File: src/hdl/lzsd_pkg.sv
// ---------------------------------------------------------------------------
// lzsd_pkg
// Shared types and constants of the LZSS stream decompressor.
// ---------------------------------------------------------------------------
package lzsd_pkg;

   localparam int HIST_DEPTH     = 4096;
   localparam int ADDR_W         = 12;
   localparam int LIMIT_W        = 24;
   localparam int LEN_W          = 5;
   localparam int ITEMS_W        = 4;
   localparam logic [LEN_W-1:0]   LEN_BIAS       = 5'd3;
   localparam logic [ITEMS_W-1:0] ITEMS_PER_FLAG = 4'd8;
   localparam logic [LIMIT_W-1:0] LIMIT_RESET    = 24'hFFFFFF;

   typedef struct packed {
      logic [7:0] in_byte;
      logic       in_last;
   } req_type;

   typedef struct packed {
      logic [7:0]         out_byte;
      logic               byte_valid;
      logic               stream_done;
      logic [LIMIT_W-1:0] produced_count;
      logic               run_last;
   } rsp_type;

   typedef struct packed {
      logic [LIMIT_W-1:0] out_limit;
   } csr_type;

   // Controller to datapath
   typedef struct packed {
      logic capture;
      logic load_flags;
      logic shift_flags;
      logic hold_first;
      logic start_copy;
      logic rd_issue;
      logic emit_lit;
      logic emit_copy;
      logic emit_done;
      logic run_last;
   } cmd_type;

   // Datapath to controller
   typedef struct packed {
      logic flag_msb;
      logic at_limit;
      logic at_limit_next;
      logic off_zero;
      logic len_zero;
      logic len_one;
      logic rsp_free;
   } sts_type;

endpackage

File: src/hdl/lzsd_ctrl.sv
// ---------------------------------------------------------------------------
// lzsd_ctrl
// Parser and copy sequencer: flag tracking, token assembly, result ordering.
// ---------------------------------------------------------------------------
module lzsd_ctrl (
   input  logic              clock,
   input  logic              reset,
   input  logic              req_valid,
   input  logic              req_last,
   output logic              req_ready,
   input  lzsd_pkg::sts_type sts,
   output lzsd_pkg::cmd_type cmd
);
   typedef enum logic [2:0] {
      S_IDLE,
      S_LIT,
      S_COPY_RD,
      S_COPY_WR,
      S_DONE
   } state_type;

   state_type                     state_ff, state_in;
   logic [lzsd_pkg::ITEMS_W-1:0]  items_ff, items_in;
   logic                          await_ff, await_in;
   logic                          finished_ff, finished_in;
   logic                          last_ff, last_in;
   logic                          accept;

   assign req_ready = (state_ff == S_IDLE);
   assign accept    = req_valid && req_ready;

   always_comb begin
      cmd         = '0;
      state_in    = state_ff;
      items_in    = items_ff;
      await_in    = await_ff;
      finished_in = finished_ff;
      last_in     = last_ff;
      case (state_ff)
         S_IDLE: begin
            if (accept) begin
               cmd.capture = 1'b1;
               last_in     = req_last;
               if (!finished_ff) begin
                  if (items_ff == '0) begin
                     cmd.load_flags = 1'b1;
                     items_in       = lzsd_pkg::ITEMS_PER_FLAG;
                     state_in       = req_last ? S_DONE : S_IDLE;
                  end else if (sts.flag_msb) begin
                     state_in = sts.at_limit ? S_DONE : S_LIT;
                  end else if (!await_ff) begin
                     cmd.hold_first = 1'b1;
                     await_in       = 1'b1;
                     state_in       = req_last ? S_DONE : S_IDLE;
                  end else begin
                     await_in = 1'b0;
                     if (sts.off_zero) begin
                        state_in = S_DONE;
                     end else begin
                        cmd.start_copy  = 1'b1;
                        cmd.shift_flags = 1'b1;
                        items_in        = items_ff - 1'b1;
                        state_in        = S_COPY_RD;
                     end
                  end
               end
            end
         end
         S_LIT: begin
            if (sts.rsp_free) begin
               cmd.emit_lit    = 1'b1;
               cmd.run_last    = !last_ff;
               cmd.shift_flags = 1'b1;
               items_in        = items_ff - 1'b1;
               state_in        = last_ff ? S_DONE : S_IDLE;
            end
         end
         S_COPY_RD: begin
            if (sts.len_zero || sts.at_limit) begin
               state_in = last_ff ? S_DONE : S_IDLE;
            end else begin
               cmd.rd_issue = 1'b1;
               state_in     = S_COPY_WR;
            end
         end
         S_COPY_WR: begin
            if (sts.rsp_free) begin
               cmd.emit_copy = 1'b1;
               cmd.run_last  = (sts.len_one || sts.at_limit_next) && !last_ff;
               state_in      = S_COPY_RD;
            end
         end
         S_DONE: begin
            if (sts.rsp_free) begin
               cmd.emit_done = 1'b1;
               finished_in   = 1'b1;
               state_in      = S_IDLE;
            end
         end
         default: begin
            state_in = S_IDLE;
         end
      endcase
   end

   always_ff @(posedge clock) begin
      if (reset) begin
         state_ff    <= S_IDLE;
         items_ff    <= '0;
         await_ff    <= 1'b0;
         finished_ff <= 1'b0;
         last_ff     <= 1'b0;
      end else begin
         state_ff    <= state_in;
         items_ff    <= items_in;
         await_ff    <= await_in;
         finished_ff <= finished_in;
         last_ff     <= last_in;
      end
   end

   a_emit_needs_slot: assert property (@(posedge clock) disable iff (reset)
      (cmd.emit_lit || cmd.emit_copy || cmd.emit_done) |-> sts.rsp_free)
      else $error("result loaded while output register is occupied");

   a_copy_after_read: assert property (@(posedge clock) disable iff (reset)
      (state_ff == S_COPY_WR) |-> ($past(state_ff) == S_COPY_RD ||
                                   $past(state_ff) == S_COPY_WR))
      else $error("copy write stage entered without a history read");

   a_quiet_after_end: assert property (@(posedge clock) disable iff (reset)
      finished_ff |-> !(cmd.emit_lit || cmd.emit_copy || cmd.emit_done))
      else $error("result produced after end of stream");

   a_done_sets_finished: assert property (@(posedge clock) disable iff (reset)
      cmd.emit_done |=> finished_ff)
      else $error("end-of-stream result did not stop decoding");
endmodule

File: config.mk
export PLATFORM = sky130hd
export DESIGN_NAME = lzsd_ctrl
export DESIGN_NICKNAME = d
export VERILOG_FILES = /design/src/hdl/lzsd_pkg.sv /design/src/hdl/lzsd_ctrl.sv
export SDC_FILE = /design/constraint.sdc
export NUM_CORES = 1
export LEC_CHECK = 0
export BUFFER_PORTS_ARGS = -buffer_cell sky130_fd_sc_hd__buf_2
export CELL_PAD_IN_SITES_DETAIL_PLACEMENT = 1
export CELL_PAD_IN_SITES_GLOBAL_PLACEMENT = 2
export CORE_UTILIZATION = 29
export DETAILED_ROUTE_END_ITERATION = 7
export PLACE_DENSITY = 0.86
export SETUP_SLACK_MARGIN = 0.15
export SYNTH_ARGS = -nofsm -noshare
export SYNTH_HDL_FRONTEND = slang
export SYNTH_SLANG_ARGS = --single-unit
File: constraint.sdc
create_clock -name clock -period 4 [get_ports clock]
set_input_delay 0.4 -clock clock [delete_from_list [all_inputs] [get_ports clock]]
set_output_delay 0.4 -clock clock [all_outputs]
set_load 0.05 [all_outputs]
* Yosys cells after proc, flatten, opt, wreduce, memory -nomap -nowiden *
Index checks and enable logic that the tools add are counted.
W data, S select, Z words.

cells by class
  add/sub/neg operators = 1
  equality and inequality tests = 12
  multiplexer cells = 42
  bitwise logic cells = 3
  reductions and logical operators = 13

operators with widths
  operator               number
  $mux W3                15
  $mux W4                8
  $pmux W3 S5            1
  $mux W1                12
  $reduce_and A5 Y1      2
  $ne A2 B2 Y1 const B   4
  $pmux W4 S2            1
  $reduce_and A7 Y1      1
  $eq A3 B2 Y1 const B   2
  $ne A3 B2 Y1 const B   2
  $mux W5                1
  $logic_not A4 Y1       1
  $mux W2                2
  $pmux W1 S2            2
  $reduce_and A2 Y1      2
  $sub A4 B1 Y4 const B  1
  $eq A3 B1 Y1 const B   1
  $eq A3 B3 Y1 const B   1
  $logic_not A3 Y1       1
  $ne A3 B1 Y1 const B   1
  $not A1 Y1             3
  $logic_and A1 B1 Y1    2
  $logic_or A1 B1 Y1     2
  $ne A2 B1 Y1 const B   1
  2 further kinds        2

storage, ports and cells
  register bits after elaboration = 10
  input bits = 11
  output and inout bits = 11
  logic and storage cells = 76

* Depth between registers and ports, before layout *
Gate-level depths: netlist of the first run.

  word-level depth = 8
  depth in mapped cells = 7
  depth with buffers taken out = 6

* Worst setup path before layout of the first run *
Ideal clock, no wire load.

  kind = reg-to-output
  start point = reg state_ff[0]
  end point = out cmd[0] (netlist name)
  arrival = 2.905 ns
  data required time = 3.600 ns
  path slack = 0.695 ns
  cell stages (with the launch flop) = 4
  path buffers = 1
  cells stage by stage = dfxtp_1 buf_2 nand2_1 a2111oi_0

RTL lines
  item                    RTL line          source
  from (decl)             lzsd_ctrl.sv:22   state_type state_ff, state_in;
  from (signal assigned)  lzsd_ctrl.sv:114  state_ff <= state_in;
  to (decl)               lzsd_ctrl.sv:12   output lzsd_pkg::cmd_type cmd

==> results of run 1 <==
==> power by group through the flow <==
| stage | Clock, mW | Combinational (mW) | Sequential, mW |
|---|---|---|---|
| after global placement | 0 | 0.363 | 0.162 |
| after CTS | 0.0749 | 0.377 | 0.162 |
| after detailed placement | 0 | 0.376 | 0.163 |
| after floorplan | 0 | 0.313 | 0.152 |
| after global routing | 0.0790 | 0.413 | 0.166 |
| final | 0.0714 | 0.374 | 0.161 |
==> placed cells by master, fill, tap and decap left out, types with 3 or more instances in the layout <==
master    instances
buf_2            21
nor2_1           11
dfxtp_1          10
inv_1             7
nand2_1           5
nor3_1            4
nor4_1            3
nand2b_1          3
o21ai_1           3
a21oi_1           3
clkbuf_4          3
==> worst max path at each step <==
stage / endpoint / slack [ns] / depth (start not counted)
after floorplan: cmd[0] / 0.69 / 2
after global placement: cmd[7] / 1.93 / 4
after detailed placement: cmd[7] / 1.94 / 4
after CTS: cmd[7] / 1.63 / 4
after global routing: cmd[7] / 1.51 / 6
final: cmd[7] / 1.64 / 4
==> kinds of logic after synthesis <==
group,after synthesis,share of synthesized area
and+or+nand+nor,43,0.363
AOI/OAI and AO/OA,22,0.223
DFF,10,0.277
xor gates and xnor gates,1,0.0121
adders and majority gates,1,0.0173
buffers and inverters,11,0.0796
muxes,2,0.0277
==> routing by layer <==
layer / vias to the layer above / track usage / wire length [um]
met5: - / 0 / 0
met1: 358 / 0.247 / 961
met2: 23 / 0.250 / 898
met4: 0 / 0.0946 / 29
li1: 373 / - / -
met3: 4 / 0.0351 / 91
==> sequential cells by signal, indices dropped and copies added (netlist names) <==
signal,flops
await_ff,1
finished_ff,1
items_ff,4
last_ff,1
state_ff,3
==> through the flow <==
stage                     power, mW  std cells   util  hold WS, ns
after floorplan               0.465         90      -        0.432
after global placement        0.526        136  0.367        0.441
after detailed placement      0.539        136  0.367        0.450
after CTS                     0.614        139  0.377        0.383
after global routing          0.659        139  0.377        0.403
final                         0.607        139  0.377        0.394
==> worst max-delay path: cells and delay by family, from the launching register on <==
kind                   cells  cell delay, ns
flip-flops                 1            0.41
AO/OA/AOI/OAI              1            0.11
buffers and inverters      1            0.27
AND/OR/NAND/NOR            2            0.90
==> layout make-up <==
| type | count | area, um^2 | area share |
|---|---|---|---|
| sequential | 10 | 200 | 0.233 |
| clock buffer | 3 | 22.5 | 0.0262 |
| timing repair buffer | 21 | 105 | 0.122 |
| multi-input combinational | 69 | 465 | 0.542 |
| tap | 28 | 35.0 | 0.0408 |
| inverter | 8 | 30.0 | 0.0350 |
==> flow_summary.json, run 1 <==
{
  "status": "complete, no violations",
  "crit_path_end_kind": "output port",
  "antenna_found_initial": 0,
  "r2r-start": "items_ff[0]",
  "grt_pass1_wl_um": 3430,
  "route.detailed.drc": 0,
  "synthToLayoutAreaGrowth_pct": 18.7,
  "synth_area_leader_cell": "dfxtp_1",
  "cp-startpoint": "state_ff[1]",
  "fin_setup_tns_ns": 0,
  "synth_top_flop_cell": "dfxtp_1",
  "via_count": 758,
  "hold_violations": 0,
  "synth_warnings": 0,
  "clk_pin_slew_ns": 0.07,
  "r2r_slack_ns": 2.10,
  "cp_slowest_cell": "or3_4",
  "wirelength_um": 1980,
  "startpoint_type": "register",
  "yosysMostFrequentCell": "nor2_1",
  "nFillCells": 300,
  "place.gp.congestion": 0.774,
  "synth.net_count": 102,
  "hp-start": "reset",
  "nNetsFinal": 125,
  "cts_tree": "yes",
  "synth.area.top_cells": "dfxtp_1 28%, nor2_1 5.7%, inv_1 3.6%",
  "place_ws_ns": 1.94,
  "hpwl_um": 1570,
  "pwr-share-comb": 0.616,
  "firstDrtPassIters": 4,
  "die_area_mm2": 0.00270,
  "yosysSeqAreaShare": 0.277,
  "synth-seq-cells": 10,
  "syn_area_um2": 723,
  "finalCriticalPeriod_ns": 2.36,
  "vdd_ir_drop_max_v": 0.000271,
  "rr_worst_depth": 6,
  "power_density_mw_per_mm2": 707,
  "routedWlPerCell_um": 14.2,
  "grt_max_degree": 11,
  "gr-total-overflow": 0,
  "cpMostUsedCell": "or3_4",
  "start_util": 0.318,
  "min_to": "await_ff",
  "max_freq_mhz": 424,
  "postCtsSetupRepairBufs": 0,
  "clock_sinks": 10,
  "min_period_over_period": 0.590,
  "core_mm2": 0.00228,
  "rsz0062_at_grt": "no",
  "antenna_left": 0,
  "row_count": 17,
  "n_antenna_cell": 0,
  "finClkSkew_ns": 0.00509,
  "ctsHoldBuffers": 0,
  "htree_num_levels": 1,
  "worstPathArrival_ns": 1.96,
  "avgSynthCellArea_um2": 8.04,
  "slew_headroom": 0.557,
  "die_h_um": 51.9,
  "numPortBuffers": 21,
  "rr_endpoint": "items_ff[3]",
  "p_switching_uw": 307,
  "cp_cell_sequence": "or3_4 -> or3_4 -> o21ai_1 -> buf_2",
  "path_class": "register to output port",
  "fin_area_um2": 858,
  "hp-class": "primary input to register",
  "p_int_uw": 300,
  "track_usage": 0.177,
  "synth_top_area_frac": 0.277,
  "ctsResizeCount": 0,
  "crit_required_ns": 3.60,
  "maxCapViolCount": 0,
  "switching_share": 0.506,
  "layout-drive-gt1-share": 0.306,
  "pwr-share-seq": 0.266,
  "clk_path_buf_depth": 2,
  "slew_violations": 0,
  "grt_pass1_vias": 733,
  "netlist_instances": 90,
  "cp_max_fo": 10,
  "layout_setup_ws_ns": 1.64,
  "p_leak_nw": 0.363,
  "synth-async-reset-ratio": 0,
  "pwr-share-clk": 0.118,
  "io_pins": 22,
  "hold_depth": 2,
  "root_buffer": "clkbuf_4",
  "cts_inserted_buffers": 3,
  "synth_cell_types": 42,
  "setup_viol": 0,
  "drt_iter0_drc": 9,
  "synth_common_cells": "11 x nor2_1, 10 x dfxtp_1, 7 x inv_1",
  "synth_edf_count": 0,
  "placed_area_um2": 836,
  "clkLatencyLatePin_ns": 0.27,
  "slowest_delay_ns": 0.48,
  "via_per_inst": 5.45,
  "worst_pin_slew_ns": 0.663,
  "die_w_um": 51.9
}
(Power assumes the default switching activity.)
==> run 2: changes to the inputs <==
CORE_ASPECT_RATIO = 0.5   (was default)
CORE_UTILIZATION = 25   (was 29)
PLACE_DENSITY = 0.79   (was 0.86)
clock period = 1.93 ns   (was 4 ns; I/O delays follow)
==> run 2 against run 1 <==
Effect of this change: highest routed layer unchanged; hold slack lost 0.18 ns; wire length grew 16%; combinational power rose to 3.0 times the previous value; setup slack lost 1.6 ns.
==> flow_summary.json, run 2 (synthesized netlist as in run 1, its figures left out) <==
{
  "gr-total-overflow": 0,
  "hp-class": "primary input to register",
  "vdd_ir_drop_max_v": 0.000588,
  "cp_cell_sequence": "or3_4 -> or3_4 -> nor3_4 -> buf_6",
  "hold_depth": 2,
  "root_buffer": "clkbuf_8",
  "clk_path_buf_depth": 2,
  "slew_violations": 0,
  "place.gp.congestion": 0.732,
  "grt_max_degree": 10,
  "path_class": "register to output port",
  "crit_required_ns": 1.74,
  "grt_pass1_wl_um": 3430,
  "n_antenna_cell": 0,
  "instances_no_fill": 159,
  "cts_inserted_buffers": 3,
  "status": "complete, no violations",
  "ctsHoldBuffers": 0,
  "die_area_mm2": 0.00312,
  "die_h_um": 40.0,
  "largest_reg_flops": 4,
  "min_period_over_period": 0.974,
  "slowest_delay_ns": 0.39,
  "layout_setup_ws_ns": 0.0500,
  "power_density_mw_per_mm2": 1550,
  "finalCriticalPeriod_ns": 1.88,
  "antenna_left": 0,
  "synthToLayoutAreaGrowth_pct": 55.2,
  "hold_violations": 0,
  "cp_top_family": "simple AND/OR/NAND/NOR gates",
  "max_freq_mhz": 532,
  "final_cell_mix": "15 x buf_2, 11 x buf_4, 10 x nor2_1",
  "crit_path_end_kind": "output port",
  "firstDrtPassIters": 2,
  "grt_pass1_vias": 720,
  "slew_headroom": 0.708,
  "cts_tree": "yes",
  "setup_viol": 0,
  "worst_pin_slew_ns": 0.437,
  "critical_path_buf_inv_count": 1,
  "p_leak_nw": 0.454,
  "worstPathArrival_ns": 1.69,
  "dpl.cell_count": 150,
  "finClkSkew_ns": 0.000442,
  "p_total_mw": 1.73,
  "layout-drive-gt1-share": 0.525,
  "clock_sinks": 10,
  "core_mm2": 0.00267,
  "via_per_inst": 4.86,
  "nFillCells": 332,
  "wirelength_um": 2290,
  "numPortBuffers": 21,
  "via_count": 772,
  "place_ws_ns": 0.161,
  "final_common_cell": "buf_2",
  "final_util": 0.421,
  "rsz0062_at_grt": "yes",
  "maxCapViolCount": 0,
  "hpwl_um": 1620,
  "antenna_found_initial": 0,
  "clk_pin_slew_ns": 0.05,
  "worst-path-stages": 4,
  "cp_slowest_cell": "or3_4",
  "io_pins": 22,
  "htree_num_levels": 1,
  "clkLatencyLatePin_ns": 0.24,
  "rr_worst_depth": 6,
  "route.detailed.drc": 0,
  "row_count": 13,
  "regMostFlops": "items_ff",
  "routedWlPerCell_um": 14.4,
  "start_util": 0.271,
  "fin_setup_tns_ns": 0,
  "top_regs": "items_ff (4), state_ff (3)",
  "startpoint_type": "register",
  "die_w_um": 78.1,
  "cpMostUsedCell": "or3_4",
  "nNetsFinal": 135,
  "track_usage": 0.150,
  "cp_max_fo": 3,
  "drt_iter0_drc": 12
}
-- run 2: final cells by class --
cell class                 count  area, um^2  area share
sequential                    10         206       0.184
multi-input combinational     69         563       0.502
inverter                       8        30.0      0.0268
timing repair buffer          31         221       0.197
clock buffer                   4        55.1      0.0491
tap                           37        46.3      0.0412
-- run 2: what timing repair did --
item	4_1_cts	5_1_grt
setup buffers	5	0
pin swaps	2	1
resized for setup	15	8
hold endpoints to repair	0	0
endpoints found under the setup margin	6	9
-- run 2: path summary, 6_finish.rpt --
check / startpoint / end / slack [ns]
setup / recovery: state_ff[0] / cmd[6] / 0.05
hold / removal: reset / await_ff / 0.22
setup reg to reg: items_ff[1] / items_ff[1] / 0.27
hold reg to reg: finished_ff / finished_ff / 0.48
-- run 2: where the power goes --
part           internal, mW  total (mW)  switching [mW]
logic                 0.504        1.11           0.610
registers             0.272       0.345          0.0732
clock network         0.180       0.275          0.0948
total                 0.956        1.73           0.778
-- run 2: stage by stage --
step | hold WS, ns | instance area, um^2
after global placement | 0.439 | 948
final | 0.217 | 1120
after floorplan | 0.265 | 793
after detailed placement | 0.450 | 948
after CTS | 0.207 | 1080
after global routing | 0.235 | 1120
-- run 2: layer usage --
metal  routed length (um)  vias up  global-route usage
met4                    8        0              0.0278
li1                     -      394                   -
met5                    0        -                   0
met3                   70        2              0.0477
met2                 1130       11               0.263
met1                 1090      365               0.188
==> run 3: changes to the inputs <==
CORE_ASPECT_RATIO = 0.8   (was 0.5)
==> run 3 against run 2 <==
Effect of this change: setup slack lost 0.023 ns; register-to-register slack lost 0.02 ns; sequential power shrank 2%; flip-flop and latch count is the same; sequential share of layout area grew 0.42 points; count of clock-buffer cells in the layout shrank 1; critical path depth is the same; critical endpoint is now cmd[7].
==> flow_summary.json, run 3 (synthesized netlist as in run 1, its figures left out) <==
{
  "numPortBuffers": 21,
  "p_total_mw": 1.61,
  "clk_path_buf_depth": 2,
  "cp_cell_sequence": "or3_4 -> or3_4 -> o21ai_4 -> buf_6",
  "clkLatencyLatePin_ns": 0.28,
  "htree_num_levels": 1,
  "cp_max_fo": 3,
  "crit_required_ns": 1.74,
  "maxCapViolCount": 0,
  "r2r-start": "items_ff[0]",
  "slew_headroom": 0.704,
  "hold_depth": 2,
  "rr_worst_depth": 7,
  "rsz0062_at_grt": "yes",
  "grt_max_degree": 10,
  "worst_pin_slew_ns": 0.443,
  "start_util": 0.264,
  "nNetsFinal": 135,
  "die_w_um": 62.1,
  "max_freq_mhz": 525,
  "regMostFlops": "items_ff",
  "final_cell_mix": "15 x buf_2, 10 x nor2_1, 10 x buf_4",
  "path_class": "register to output port",
  "die_h_um": 50.1,
  "worstPathArrival_ns": 1.71,
  "wirelength_um": 2230,
  "n_antenna_cell": 0,
  "dpl.cell_count": 151,
  "p_leak_nw": 0.439,
  "critical_path_buf_inv_count": 1,
  "min_period_over_period": 0.986,
  "synthToLayoutAreaGrowth_pct": 51.7,
  "startpoint_type": "register",
  "row_count": 17,
  "firstDrtPassIters": 4,
  "final_common_cell": "buf_2",
  "r2r_slack_ns": 0.25,
  "p_switching_uw": 757,
  "crit_path_end_kind": "output port",
  "top_regs": "items_ff (4), state_ff (3)",
  "hp-start": "reset",
  "antenna_left": 0,
  "slew_violations": 0,
  "pwr-share-seq": 0.210,
  "finalCriticalPeriod_ns": 1.90,
  "hp-class": "primary input to register",
  "die_area_mm2": 0.00311,
  "largest_reg_flops": 4,
  "track_usage": 0.151,
  "clk_pin_slew_ns": 0.07,
  "setup_viol": 0,
  "final_util": 0.400,
  "vdd_ir_drop_max_v": 0.000513,
  "via_per_inst": 5.00,
  "finClkSkew_ns": 0.0102,
  "status": "complete, no violations",
  "grt_pass1_vias": 753,
  "slowest_delay_ns": 0.38,
  "power_density_mw_per_mm2": 1470,
  "clock_sinks": 10,
  "gr-total-overflow": 0,
  "cp_slowest_cell": "or3_4",
  "pwr-share-comb": 0.693,
  "root_buffer": "clkbuf_4",
  "antenna_found_initial": 0,
  "cts_tree": "yes",
  "pwr-share-clk": 0.097,
  "instances_no_fill": 159,
  "cts_inserted_buffers": 3,
  "grt_pass1_wl_um": 3660,
  "io_pins": 22,
  "layout-drive-gt1-share": 0.529,
  "drt_iter0_drc": 16,
  "nFillCells": 333,
  "via_count": 795,
  "route.detailed.drc": 0,
  "p_int_uw": 851,
  "cp_top_family": "simple AND/OR/NAND/NOR gates",
  "hpwl_um": 1710,
  "switching_share": 0.471,
  "ctsHoldBuffers": 0,
  "min_to": "await_ff",
  "cpMostUsedCell": "or3_4",
  "hold_violations": 0,
  "rr_endpoint": "items_ff[3]",
  "core_mm2": 0.00274,
  "routedWlPerCell_um": 14.0,
  "place.gp.congestion": 0.791
}
-- run 3: cell types whose count changed in the layout (fill, tap and decap cells not counted), moves of 2 or more --
cell / delta
clkbuf_4: +3
clkbuf_8: -4
inv_2: -2
inv_4: +2
-- run 3: area by class of cell --
class	count	area [um^2]	area share
multi-input cells	69	561	0.511
repair buffers	31	225	0.205
flip-flops and latches	10	206	0.188
well taps	38	47.5	0.0433
inverters	8	35.0	0.0319
clock buffers	3	22.5	0.0205
-- run 3: power by group through the flow --
stage	Sequential, mW	Combinational (mW)	Clock [mW]
floorplan	0.332	0.739	0
global placement	0.341	0.924	0
detailed placement	0.346	0.950	0
CTS	0.329	1.06	0.165
global route	0.348	1.20	0.176
finish	0.338	1.12	0.155
-- run 3: how the worst max path moves through the flow --
stage | from | to | slack (ns) | cells after the start
final | state_ff[0] | cmd[7] | 0.03 | 4
after global routing | items_ff[0] | cmd[7] | -0.03 | 6
after CTS | state_ff[0] | cmd[7] | 0.01 | 4
after detailed placement | state_ff[0] | cmd[7] | 0.15 | 4
after global placement | state_ff[0] | cmd[7] | 0.17 | 4
after floorplan | state_ff[0] | cmd[5] | 0.01 | 5
-- run 3: per-layer routing --
layer	share of wire	GRT usage	vias up
li1	-	-	392
met1	0.48	0.185	383
met2	0.47	0.269	17
met3	0.036	0.0394	3
met4	0.0063	0.0233	0
met5	0	0	-
-- run 3: stage by stage --
| stage | hold slack [ns] | TNS [ns] | setup slack (ns) | instance area, um^2 |
|---|---|---|---|---|
| 5_1_grt | 0.195 | -0.0536 | -0.0271 | 1100 |
| 3_5_place_dp | 0.457 | 0 | 0.153 | 950 |
| 2_1_floorplan | 0.265 | 0 | 0.0145 | 793 |
| 3_3_place_gp | 0.438 | 0 | 0.171 | 950 |
| 4_1_cts | 0.167 | 0 | 0.0141 | 1050 |
| 6_report | 0.178 | 0 | 0.0268 | 1100 |
-- run 3: timing repair --
| item | 4_1_cts | 5_1_grt |
|---|---|---|
| endpoints found under the setup margin | 7 | 9 |
| pin swaps | 1 | 2 |
| setup buffers | 4 | 1 |
| resized for setup | 17 | 9 |
